$ cat src/rtl/core/lpt_pkg.sv
// Shared types and constants for the LRU page time-stamp tracker.
package lpt_pkg;

    // Fixed field widths of the command and result beats.
    localparam int OP_W     = 3;
    localparam int COUNT_W  = 6;
    localparam int ADDR_W   = 32;
    localparam int STAMP_W  = 32;
    localparam int STATUS_W = 2;

    // Operation codes; the codes above OP_VICTIM are unused.
    typedef enum logic [OP_W-1:0] {
        OP_TRACK   = 3'd0,
        OP_UNTRACK = 3'd1,
        OP_TICK    = 3'd2,
        OP_TOUCH   = 3'd3,
        OP_VICTIM  = 3'd4
    } t_op;

    // Result status codes.
    localparam logic [STATUS_W-1:0] STATUS_OK        = 2'd0;
    localparam logic [STATUS_W-1:0] STATUS_FULL      = 2'd1;
    localparam logic [STATUS_W-1:0] STATUS_NOT_FOUND = 2'd2;

    // Controller states.
    typedef enum logic [2:0] {
        S_CLEAR,
        S_IDLE,
        S_SCAN,
        S_WAIT,
        S_FINISH,
        S_EMIT
    } t_state;

    // Commands from the controller to the datapath.
    typedef struct packed {
        logic start_op;
        logic clear;
        logic issue;
        logic finish;
        logic emit;
    } t_dp_cmd;

    // Status from the datapath to the controller.
    typedef struct packed {
        logic idx_last;
    } t_dp_stat;

endpackage

$ cat src/rtl/core/lpt_ctrl.sv
// Controller state machine of the LRU page time-stamp tracker.
module lpt_ctrl (
    input  logic                        i_clk,
    input  logic                        i_rst_n,
    input  logic                        start,
    input  logic [lpt_pkg::OP_W-1:0]    i_operation,
    input  lpt_pkg::t_dp_stat           i_stat,
    output lpt_pkg::t_dp_cmd            o_cmd,
    output logic                        busy
);

    lpt_pkg::t_state r_state;
    lpt_pkg::t_state n_state;

    // State register; reset starts the clearing pass over the slot memory.
    always_ff @(posedge i_clk) begin
        if (!i_rst_n) begin
            r_state <= lpt_pkg::S_CLEAR;
        end else begin
            r_state <= n_state;
        end
    end

    // Next state.
    always_comb begin
        n_state = r_state;
        case (r_state)
            lpt_pkg::S_CLEAR: begin
                if (i_stat.idx_last) begin
                    n_state = lpt_pkg::S_IDLE;
                end
            end
            lpt_pkg::S_IDLE: begin
                if (start) begin
                    case (lpt_pkg::t_op'(i_operation))
                        lpt_pkg::OP_TRACK,
                        lpt_pkg::OP_UNTRACK,
                        lpt_pkg::OP_TOUCH,
                        lpt_pkg::OP_VICTIM: n_state = lpt_pkg::S_SCAN;
                        default:            n_state = lpt_pkg::S_FINISH;
                    endcase
                end
            end
            lpt_pkg::S_SCAN: begin
                if (i_stat.idx_last) begin
                    n_state = lpt_pkg::S_WAIT;
                end
            end
            lpt_pkg::S_WAIT:   n_state = lpt_pkg::S_FINISH;
            lpt_pkg::S_FINISH: n_state = lpt_pkg::S_EMIT;
            lpt_pkg::S_EMIT:   n_state = lpt_pkg::S_IDLE;
            default:           n_state = lpt_pkg::S_IDLE;
        endcase
    end

    // Commands to the datapath.
    always_comb begin
        o_cmd = '0;
        busy  = 1'b1;
        case (r_state)
            lpt_pkg::S_CLEAR:  o_cmd.clear = 1'b1;
            lpt_pkg::S_IDLE: begin
                busy         = 1'b0;
                o_cmd.start_op = start;
            end
            lpt_pkg::S_SCAN:   o_cmd.issue  = 1'b1;
            lpt_pkg::S_WAIT:   o_cmd        = '0;
            lpt_pkg::S_FINISH: o_cmd.finish = 1'b1;
            lpt_pkg::S_EMIT:   o_cmd.emit   = 1'b1;
            default:           o_cmd        = '0;
        endcase
    end

endmodule

$ cat src/rtl/core/lpt_dp.sv
// Datapath of the LRU page time-stamp tracker: slot memory, scan stage and result.
module lpt_dp #(
    parameter int SLOTS           = 32,
    parameter int PAGE_BYTES      = 4096,
    parameter int PAGE_INDEX_BITS = 20
) (
    input  logic                            i_clk,
    input  logic                            i_rst_n,
    input  lpt_pkg::t_dp_cmd                i_cmd,
    output lpt_pkg::t_dp_stat               o_stat,
    input  logic                            i_cfg_wr_en,
    input  logic [lpt_pkg::ADDR_W-1:0]      i_cfg_wr_data,
    input  logic [lpt_pkg::OP_W-1:0]        i_operation,
    input  logic [PAGE_INDEX_BITS-1:0]      i_first_page,
    input  logic [lpt_pkg::COUNT_W-1:0]     i_page_count,
    output logic                            o_done,
    output logic [lpt_pkg::ADDR_W-1:0]      o_address,
    output logic [PAGE_INDEX_BITS-1:0]      o_victim_page,
    output logic [lpt_pkg::STATUS_W-1:0]    o_status
);

    localparam int SLOT_BITS = $clog2(SLOTS);
    localparam int PIB       = PAGE_INDEX_BITS;
    localparam int ENTRY_W   = 1 + PIB + lpt_pkg::STAMP_W;
    localparam int RUN_MAX   = 2 ** lpt_pkg::COUNT_W;
    localparam int VALID_BIT = ENTRY_W - 1;
    localparam int PAGE_LSB  = lpt_pkg::STAMP_W;

    // Slot memory: each word holds the valid flag, the page index and the stamp.
    logic [ENTRY_W-1:0]             r_mem [SLOTS];
    logic [ENTRY_W-1:0]             r_rd_data;
    logic                           mem_we;
    logic [SLOT_BITS-1:0]           mem_waddr;
    logic [ENTRY_W-1:0]             mem_wdata;

    // Scan position and compare stage.
    logic [SLOT_BITS-1:0]           r_idx;
    logic                           r_cmp_vld;
    logic [SLOT_BITS-1:0]           r_cmp_idx;

    // Latched command and per-operation accumulators.
    lpt_pkg::t_op                   r_op;
    logic [PIB-1:0]                 r_first;
    logic [lpt_pkg::COUNT_W-1:0]    r_count;
    logic                           r_has_addr;
    logic [lpt_pkg::COUNT_W-1:0]    r_placed;
    logic [RUN_MAX-1:0]             r_found;
    logic                           r_any;
    logic [lpt_pkg::STAMP_W-1:0]    r_oldest;
    logic [PIB-1:0]                 r_victim;

    // Architectural registers.
    logic [lpt_pkg::STAMP_W-1:0]    r_tick;
    logic [lpt_pkg::ADDR_W-1:0]     r_base;

    // Result path.
    logic [lpt_pkg::ADDR_W-1:0]     r_prod;
    logic [lpt_pkg::STATUS_W-1:0]   r_status_fin;
    logic                           r_strobe;
    logic [lpt_pkg::ADDR_W-1:0]     r_address;
    logic [PIB-1:0]                 r_victim_out;
    logic [lpt_pkg::STATUS_W-1:0]   r_status_out;

    // Compare stage decode.
    logic                           cmp_valid;
    logic [PIB-1:0]                 cmp_page;
    logic [lpt_pkg::STAMP_W-1:0]    cmp_stamp;
    logic [PIB-1:0]                 cmp_offset;
    logic                           cmp_in_run;
    logic                           cmp_we;
    logic [ENTRY_W-1:0]             cmp_wdata;
    logic [lpt_pkg::COUNT_W-1:0]    n_placed;
    logic [RUN_MAX-1:0]             n_found;
    logic                           n_any;
    logic [lpt_pkg::STAMP_W-1:0]    n_oldest;
    logic [PIB-1:0]                 n_victim;
    logic [RUN_MAX-1:0]             count_mask;
    logic [PIB-1:0]                 page_sel;

    assign o_stat.idx_last = (r_idx == SLOT_BITS'(SLOTS - 1));

    assign cmp_valid  = r_rd_data[VALID_BIT];
    assign cmp_page   = r_rd_data[PAGE_LSB +: PIB];
    assign cmp_stamp  = r_rd_data[lpt_pkg::STAMP_W-1:0];
    assign cmp_offset = cmp_page - r_first;
    assign cmp_in_run = cmp_valid && (cmp_offset < PIB'(r_count));

    // Compare stage: decide the write-back and update the accumulators for one slot.
    always_comb begin
        cmp_we    = 1'b0;
        cmp_wdata = r_rd_data;
        n_placed  = r_placed;
        n_found   = r_found;
        n_any     = r_any;
        n_oldest  = r_oldest;
        n_victim  = r_victim;
        if (r_cmp_vld) begin
            case (r_op)
                lpt_pkg::OP_TRACK: begin
                    if (!cmp_valid && (r_placed != r_count)) begin
                        cmp_we    = 1'b1;
                        cmp_wdata = {1'b1, r_first + PIB'(r_placed), r_tick};
                        n_placed  = r_placed + 1'b1;
                    end
                end
                lpt_pkg::OP_UNTRACK: begin
                    if (cmp_in_run && !r_found[cmp_offset[lpt_pkg::COUNT_W-1:0]]) begin
                        cmp_we    = 1'b1;
                        cmp_wdata = {1'b0, cmp_page, {lpt_pkg::STAMP_W{1'b0}}};
                        n_found[cmp_offset[lpt_pkg::COUNT_W-1:0]] = 1'b1;
                    end
                end
                lpt_pkg::OP_TOUCH: begin
                    if (cmp_valid && (cmp_page == r_first)) begin
                        cmp_we    = 1'b1;
                        cmp_wdata = {1'b1, cmp_page, r_tick};
                        n_any     = 1'b1;
                    end
                end
                lpt_pkg::OP_VICTIM: begin
                    if (cmp_valid && (cmp_stamp < r_oldest)) begin
                        n_oldest = cmp_stamp;
                        n_victim = cmp_page;
                    end
                end
                default: cmp_we = 1'b0;
            endcase
        end
    end

    // Memory write port: clearing pass or compare-stage write-back.
    always_comb begin
        if (i_cmd.clear) begin
            mem_we    = 1'b1;
            mem_waddr = r_idx;
            mem_wdata = '0;
        end else begin
            mem_we    = cmp_we;
            mem_waddr = r_cmp_idx;
            mem_wdata = cmp_wdata;
        end
    end

    always_ff @(posedge i_clk) begin
        if (mem_we) begin
            r_mem[mem_waddr] <= mem_wdata;
        end
    end

    // Registered read of the slot at the scan position.
    always_ff @(posedge i_clk) begin
        if (i_cmd.issue) begin
            r_rd_data <= r_mem[r_idx];
        end
    end

    // Scan position and compare-stage tag.
    always_ff @(posedge i_clk) begin
        if (!i_rst_n) begin
            r_idx     <= '0;
            r_cmp_vld <= 1'b0;
        end else begin
            r_cmp_vld <= i_cmd.issue;
            if (i_cmd.start_op) begin
                r_idx <= '0;
            end else if (i_cmd.clear || i_cmd.issue) begin
                r_idx <= o_stat.idx_last ? '0 : r_idx + 1'b1;
            end
        end
    end

    always_ff @(posedge i_clk) begin
        r_cmp_idx <= r_idx;
    end

    // Base address register and the saturating tick counter.
    always_ff @(posedge i_clk) begin
        if (!i_rst_n) begin
            r_base <= '0;
            r_tick <= '0;
        end else begin
            if (i_cfg_wr_en) begin
                r_base <= i_cfg_wr_data;
            end
            if (i_cmd.start_op && (lpt_pkg::t_op'(i_operation) == lpt_pkg::OP_TICK)
                    && (r_tick != {lpt_pkg::STAMP_W{1'b1}})) begin
                r_tick <= r_tick + 1'b1;
            end
        end
    end

    // Latch the command beat and initialise the accumulators.
    always_ff @(posedge i_clk) begin
        if (i_cmd.start_op) begin
            r_op       <= lpt_pkg::t_op'(i_operation);
            r_first    <= i_first_page;
            r_count    <= i_page_count;
            r_has_addr <= (lpt_pkg::t_op'(i_operation) == lpt_pkg::OP_TRACK)
                       || (lpt_pkg::t_op'(i_operation) == lpt_pkg::OP_UNTRACK)
                       || (lpt_pkg::t_op'(i_operation) == lpt_pkg::OP_TOUCH)
                       || (lpt_pkg::t_op'(i_operation) == lpt_pkg::OP_VICTIM);
            r_placed   <= '0;
            r_found    <= '0;
            r_any      <= 1'b0;
            r_oldest   <= r_tick;
            r_victim   <= '0;
        end else begin
            r_placed   <= n_placed;
            r_found    <= n_found;
            r_any      <= n_any;
            r_oldest   <= n_oldest;
            r_victim   <= n_victim;
        end
    end

    // Mask of the run offsets that untrack must have found.
    always_comb begin
        for (int k = 0; k < RUN_MAX; k++) begin
            count_mask[k] = (k < int'(r_count));
        end
    end

    assign page_sel = (r_op == lpt_pkg::OP_VICTIM) ? r_victim : r_first;

    // Finish: page times page size, and the final status.
    always_ff @(posedge i_clk) begin
        if (i_cmd.finish) begin
            r_prod <= lpt_pkg::ADDR_W'(page_sel) * lpt_pkg::ADDR_W'(PAGE_BYTES);
            case (r_op)
                lpt_pkg::OP_TRACK:
                    r_status_fin <= (r_placed != r_count) ? lpt_pkg::STATUS_FULL
                                                          : lpt_pkg::STATUS_OK;
                lpt_pkg::OP_UNTRACK:
                    r_status_fin <= (r_found != count_mask) ? lpt_pkg::STATUS_NOT_FOUND
                                                            : lpt_pkg::STATUS_OK;
                lpt_pkg::OP_TOUCH:
                    r_status_fin <= r_any ? lpt_pkg::STATUS_OK
                                          : lpt_pkg::STATUS_NOT_FOUND;
                default:
                    r_status_fin <= lpt_pkg::STATUS_OK;
            endcase
        end
    end

    // Result beat register.
    always_ff @(posedge i_clk) begin
        if (!i_rst_n) begin
            r_strobe <= 1'b0;
        end else begin
            r_strobe <= i_cmd.emit;
        end
    end

    always_ff @(posedge i_clk) begin
        if (i_cmd.emit) begin
            r_address    <= r_has_addr ? r_base + r_prod : '0;
            r_victim_out <= r_victim;
            r_status_out <= r_status_fin;
        end
    end

    assign o_done        = r_strobe;
    assign o_address     = r_address;
    assign o_victim_page = r_victim_out;
    assign o_status      = r_status_out;

endmodule

$ cat src/rtl/core/lru_page_timestamp_tracker.sv
// Top level of the LRU page time-stamp tracker.
//
// After reset the block sweeps its slot memory once, one slot a cycle, and busy stays high until
// the sweep is done; the base address may be written meanwhile. A command is taken when start is
// high and busy is low. Track, untrack, touch and victim each make one pass over the slot memory,
// one slot per cycle through its single read port, then go through the wait, finish and emit states
// before the result beat is registered; the next command can be taken in the same cycle as that
// result beat. Tick and unused codes skip the pass and go straight to the finish and emit states.
// Every command gives exactly one result beat, shown for one cycle with o_done high; the receiver
// must take it then.
module lru_page_timestamp_tracker #(
    parameter int SLOTS           = 32,
    parameter int PAGE_BYTES      = 4096,
    parameter int PAGE_INDEX_BITS = 20
) (
    input  logic                            i_clk,
    input  logic                            i_rst_n,
    input  logic                            i_cfg_wr_en,
    input  logic [lpt_pkg::ADDR_W-1:0]      i_cfg_wr_data,
    input  logic                            start,
    output logic                            busy,
    input  logic [lpt_pkg::OP_W-1:0]        i_operation,
    input  logic [PAGE_INDEX_BITS-1:0]      i_first_page,
    input  logic [lpt_pkg::COUNT_W-1:0]     i_page_count,
    output logic                            o_done,
    output logic [lpt_pkg::ADDR_W-1:0]      o_address,
    output logic [PAGE_INDEX_BITS-1:0]      o_victim_page,
    output logic [lpt_pkg::STATUS_W-1:0]    o_status
);

    lpt_pkg::t_dp_cmd  dp_cmd;
    lpt_pkg::t_dp_stat dp_stat;

    // Sequencer.
    lpt_ctrl u_ctrl (
        .i_clk       (i_clk),
        .i_rst_n     (i_rst_n),
        .start       (start),
        .i_operation (i_operation),
        .i_stat      (dp_stat),
        .o_cmd       (dp_cmd),
        .busy        (busy)
    );

    // Slot memory and result path.
    lpt_dp #(
        .SLOTS           (SLOTS),
        .PAGE_BYTES      (PAGE_BYTES),
        .PAGE_INDEX_BITS (PAGE_INDEX_BITS)
    ) u_dp (
        .i_clk          (i_clk),
        .i_rst_n        (i_rst_n),
        .i_cmd          (dp_cmd),
        .o_stat         (dp_stat),
        .i_cfg_wr_en    (i_cfg_wr_en),
        .i_cfg_wr_data  (i_cfg_wr_data),
        .i_operation    (i_operation),
        .i_first_page   (i_first_page),
        .i_page_count   (i_page_count),
        .o_done         (o_done),
        .o_address      (o_address),
        .o_victim_page  (o_victim_page),
        .o_status       (o_status)
    );

    // A result beat is never followed directly by another one.
    a_done_single : assert property (@(posedge i_clk) disable iff (!i_rst_n)
        o_done |=> !o_done)
        else $error("result beats back to back");

    // A command beat taken makes the block busy in the next cycle.
    a_busy_after_start : assert property (@(posedge i_clk) disable iff (!i_rst_n)
        (start && !busy) |=> busy)
        else $error("busy not raised after command");

    // No result beat directly after a command is taken.
    a_no_done_on_accept : assert property (@(posedge i_clk) disable iff (!i_rst_n)
        (start && !busy) |=> !o_done)
        else $error("result beat right after command");

    // Status is one of the defined codes on every result beat.
    a_status_code : assert property (@(posedge i_clk) disable iff (!i_rst_n)
        o_done |-> (o_status == lpt_pkg::STATUS_OK || o_status == lpt_pkg::STATUS_FULL
                    || o_status == lpt_pkg::STATUS_NOT_FOUND))
        else $error("undefined status code");

endmodule
$ cat config.mk
export PLATFORM = sky130hd
export DESIGN_NAME = lru_page_timestamp_tracker
export DESIGN_NICKNAME = d
export VERILOG_FILES = /design/src/rtl/core/lpt_pkg.sv /design/src/rtl/core/lpt_ctrl.sv /design/src/rtl/core/lpt_dp.sv /design/src/rtl/core/lru_page_timestamp_tracker.sv
export SDC_FILE = /design/constraint.sdc
export NUM_CORES = 2
export LEC_CHECK = 0
export BUFFER_PORTS_ARGS = -buffer_cell sky130_fd_sc_hd__buf_2
export CAP_MARGIN = 10
export CORE_MARGIN = 4
export CORE_UTILIZATION = 45
export DETAILED_ROUTE_END_ITERATION = 8
export GPL_TIMING_DRIVEN = 0
export PLACE_DENSITY = 0.67
export RECOVER_POWER = 25
export SYNTH_ARGS = -nofsm -noshare
export SYNTH_HDL_FRONTEND = slang
export SYNTH_SLANG_ARGS = --single-unit
$ cat constraint.sdc
create_clock -name i_clk -period 17.03 [get_ports i_clk]
set_input_delay 3.406 -clock i_clk [delete_from_list [all_inputs] [get_ports i_clk]]
set_output_delay 3.406 -clock i_clk [all_outputs]
set_load 0.1 [all_outputs]
==> flow_metrics.tcl <==
set metrics [dict create \
    status "finished, violations left" \
    violations "capacitance limit, slew limit" \
    worst_slew_pin_slew_ps 3290 \
    critPathArrivalTime_ps 8800 \
    final_net_count 5330 \
    start_kind "register" \
    p_leak_nw 28.6 \
    rsz0062_at_grt "false" \
    finalClockSkew_ps 38.0 \
    clk_sink_count 2057 \
    async_flop_share 0 \
    setup_crit_end_kind "register" \
    n_fill_cell 14300 \
    grt_start_max_net_pins 33 \
    drv.max_cap_violation_count 7 \
    port_buffers 118 \
    postSynthAreaPerCell_um2 18.2 \
    synth_top_family_by_area "multiplexers" \
    critPathLaunch "u_dp.r_rd_data[34]" \
    cpPeakStageDelay_ps 970 \
    clk_slew_on_worst_s_h_paths_ps 60 \
    num_rows 158 \
    holdCritStartpoint "u_dp.r_status_fin[1]" \
    min_period_over_period 0.486 \
    total_number_of_vias 47400 \
    die_y_um 440 \
    wirelength_routed_um 230000 \
    floorplan.initialDensity 0.453 \
    critical_path_peak_fanout 11 \
    timing.setup.critical_path_class "reg2reg" \
    post_cts_buffers 0 \
    cts-buffers-inserted 202 \
    min-delay-path-class "reg2reg" \
    power.density_cell_area_nw_per_um2 106 \
    grt_antenna_before_repair 6 \
    timing.final.max_slew_violations 179 \
    crit-reg2reg-capture "u_dp.r_mem[5][15]" \
    final-hold-violation-count 0 \
    grt_pass1_wl_um 334000 \
    post_synth_inst_count 4627 \
    critical_path.top_delay_family "compound AO/OA/AOI/OAI gates" \
    remaining_drc_errors 0 \
    synthXorXnorAreaFrac 0.00904 \
    fmax_mhz 121 \
    finalInstanceArea_um2 98600 \
    globalRouteTotalUtil 0.238 \
    ant_nets 0 \
    synth-warning-count 0 \
    synth_seq_area_share 0.714 \
    netlist-cell-type-count 75 \
    synth_edf_count 1887 \
    wl_per_cell_um 29.4 \
    worst_slack_after_detailed_placement_ps 8940 \
    worst_hold_path.num_cells 0 \
    layout-drive-gt1-share 0.239 \
    core_region_area_um2 186000 \
    path_common_cell "buf_8" \
    place_hpwl_um 162000 \
    cts_root_buffer "clkbuf_16" \
    maxSlewHeadroom -1.20 \
    syn-num-nets 4779 \
    worst_path_max_delay_cell "o31ai_4" \
    ios 121 \
    htree_levels 4 \
    cp.required_ps 17550 \
    setup_viol_count_final 0 \
    area_growth_syn_to_layout_pct 17.2 \
    synth-main-ff-cell "edfxtp_1" \
    floorplan.die_area_um2 194000 \
    die-width_um 440 \
    final_critical_path_setup_slack_ps 8750 \
    drt_first_iter_violations 5759 \
    final_tns_setup_ps 0 \
    clk-insertion-delay-late_ps 850 \
    cp_num_buf_inv 5 \
    synth_compound_area_frac 0.0414 \
    cts_tree "built" \
    power.ir.vdd_worst_v 0.0000814 \
    synth_simple_gate_area_frac 0.0488 \
    synth_fa_ha_area_frac 0.0133 \
    timing.rr.start "u_dp.r_rd_data[34]" \
    clk_path_buf_depth 3 \
    placedInstanceArea_um2 92400 \
    worst-r2r-cell-count 19 \
    post_synthesis_instance_area_um2 84200 \
    min_period_ps 8280 \
    hold_end "u_dp.o_status[1]" \
    reg2reg_slack_ps 8750 \
    place.gp.congestion 0.925 \
    vias_per_cell 6.06 \
    number_of_global_route_vias_before_repair 47500 \
    cts_hold_repair.buffers 0 \
    synth-seq-cells 2057 \
    portion_of_netlist_area_occupied_by_mux_cells 0.158 \
    dr.pass1.iters 6 \
    grt-ovfl-total 0 \
    post_cts_resized 0 \
    crit_chain "ha_1 > nor2_1 > a211oi_1 > o21ai_0 > and2_1 > ha_1 > nand2b_1 > nor4_1 > o21ai_0 > a2111oi_0 > nand4_1 > nor3b_2 > a31oi_1 > buf_2 > o31ai_4 > buf_8 > buf_8 > buf_16 > buf_8" \
]
worst max path at each step:
stage / cells after the start / slack, ps / to
finish: 19 / 8750 / u_dp.r_mem[5][15]
floorplan: 16 / 8760 / u_dp.r_mem[14][0]
CTS: 19 / 8870 / u_dp.r_mem[5][12]
detailed placement: 19 / 8940 / u_dp.r_mem[5][12]
global placement: 15 / 70 / u_dp.r_mem[3][19]
global route: 19 / 8580 / u_dp.r_mem[5][12]
metal layers:
layer  up-vias  wire [um]  global-route usage
met2      2280     112000               0.389
met5         -          7                   0
li1      19900          -                   -
met4         2       7770              0.0787
met3       441      19600              0.0447
met1     24800      90500               0.324
synthesized netlist by cell type (36+ instances only):
| cell type | instances | area, um2 |
|---|---|---|
| nor2_1 | 150 | 563 |
| ha_1 | 84 | 1050 |
| a21oi_1 | 118 | 591 |
| nor2b_1 | 50 | 313 |
| xnor2_1 | 62 | 543 |
| mux2i_1 | 56 | 561 |
| mux2_2 | 57 | 642 |
| nor3_1 | 39 | 195 |
| buf_1 | 39 | 146 |
| nand2_1 | 313 | 1170 |
| o31ai_1 | 43 | 323 |
| o21ai_0 | 165 | 826 |
| inv_1 | 88 | 330 |
| o2111ai_1 | 36 | 315 |
| clkbuf_1 | 207 | 777 |
| and2_1 | 57 | 357 |
| mux4_2 | 537 | 12100 |
| dfxtp_1 | 170 | 3400 |
| nand3_1 | 99 | 495 |
| edfxtp_1 | 1887 | 56700 |
cell families (layout without fill, tap and decap cells):
family                     after synthesis  in the layout
AOI/OAI and AO/OA                      546            546
xor gates and xnor gates                86             86
adders and majority gates               88             88
buffers and inverters                  345           1064
DFF                                   2057           2057
muxes                                  651            651
other                                    0              1
and+or+nand+nor                        854            854
power by group:
group | switching [W] | internal, W
Sequential | 0.0000178 | 0.00550
Combinational | 0.000304 | 0.000239
Clock | 0.00188 | 0.00250
Total | 0.00220 | 0.00824
layout by cell type, fill, tap and decap left out, drive strengths merged, types with 20 or more instances in the layout:
cell type,count
clkinv,95
nand2,313
nor2,150
nand4,28
mux4,537
a21oi,118
mux2i,56
edfxtp,1887
o31ai,43
xnor2,62
and3,26
xor2,24
nor2b,50
inv,93
a211oi,20
buf,349
nand3,99
mux2,58
o21ai,172
ha,84
clkbuf,503
nor3,39
and2,57
dfxtp,170
o2111ai,36
a41oi,23
sequential cells by signal, indices dropped and copies added, names as in the netlist, 2 cells and up:
signal	count
u_dp.r_base	32
u_dp.r_cmp_idx	5
u_dp.o_victim_page	20
u_dp.r_oldest	32
u_dp.o_address	32
u_dp.r_placed	6
u_dp.r_tick	32
u_dp.r_status_fin	2
u_dp.r_victim	20
u_dp.r_mem	1696
u_ctrl.r_state	3
u_dp.r_idx	5
u_dp.r_op	3
u_dp.r_found	64
u_dp.r_first	20
u_dp.o_status	2
u_dp.r_count	6
u_dp.r_prod	20
u_dp.r_rd_data	53
cell type report:
class | instances | area [um2] | area share
Sequential cell | 2057 | 60100 | 0.609
Multi-Input combinational cell | 2225 | 23400 | 0.237
Clock buffer | 251 | 5410 | 0.0548
Timing Repair Buffer | 347 | 4260 | 0.0432
Tap cell | 2480 | 3100 | 0.0315
Clock inverter | 121 | 1060 | 0.0108
Buffer | 254 | 967 | 0.00981
Inverter | 91 | 342 | 0.00346
Antenna cell | 1 | 2.50 | 0.0000254
through the flow:
stage               power (W)  cells   util  hold WS (ps)
floorplan             0.00594   4627      -           329
global placement      0.00614   7225  0.473           386
detailed placement    0.00617   7438  0.498           389
CTS                    0.0105   7810  0.533           398
global route           0.0107   7826  0.531           405
finish                 0.0104   7827  0.531           403
Power figures use the tool's default switching activity.
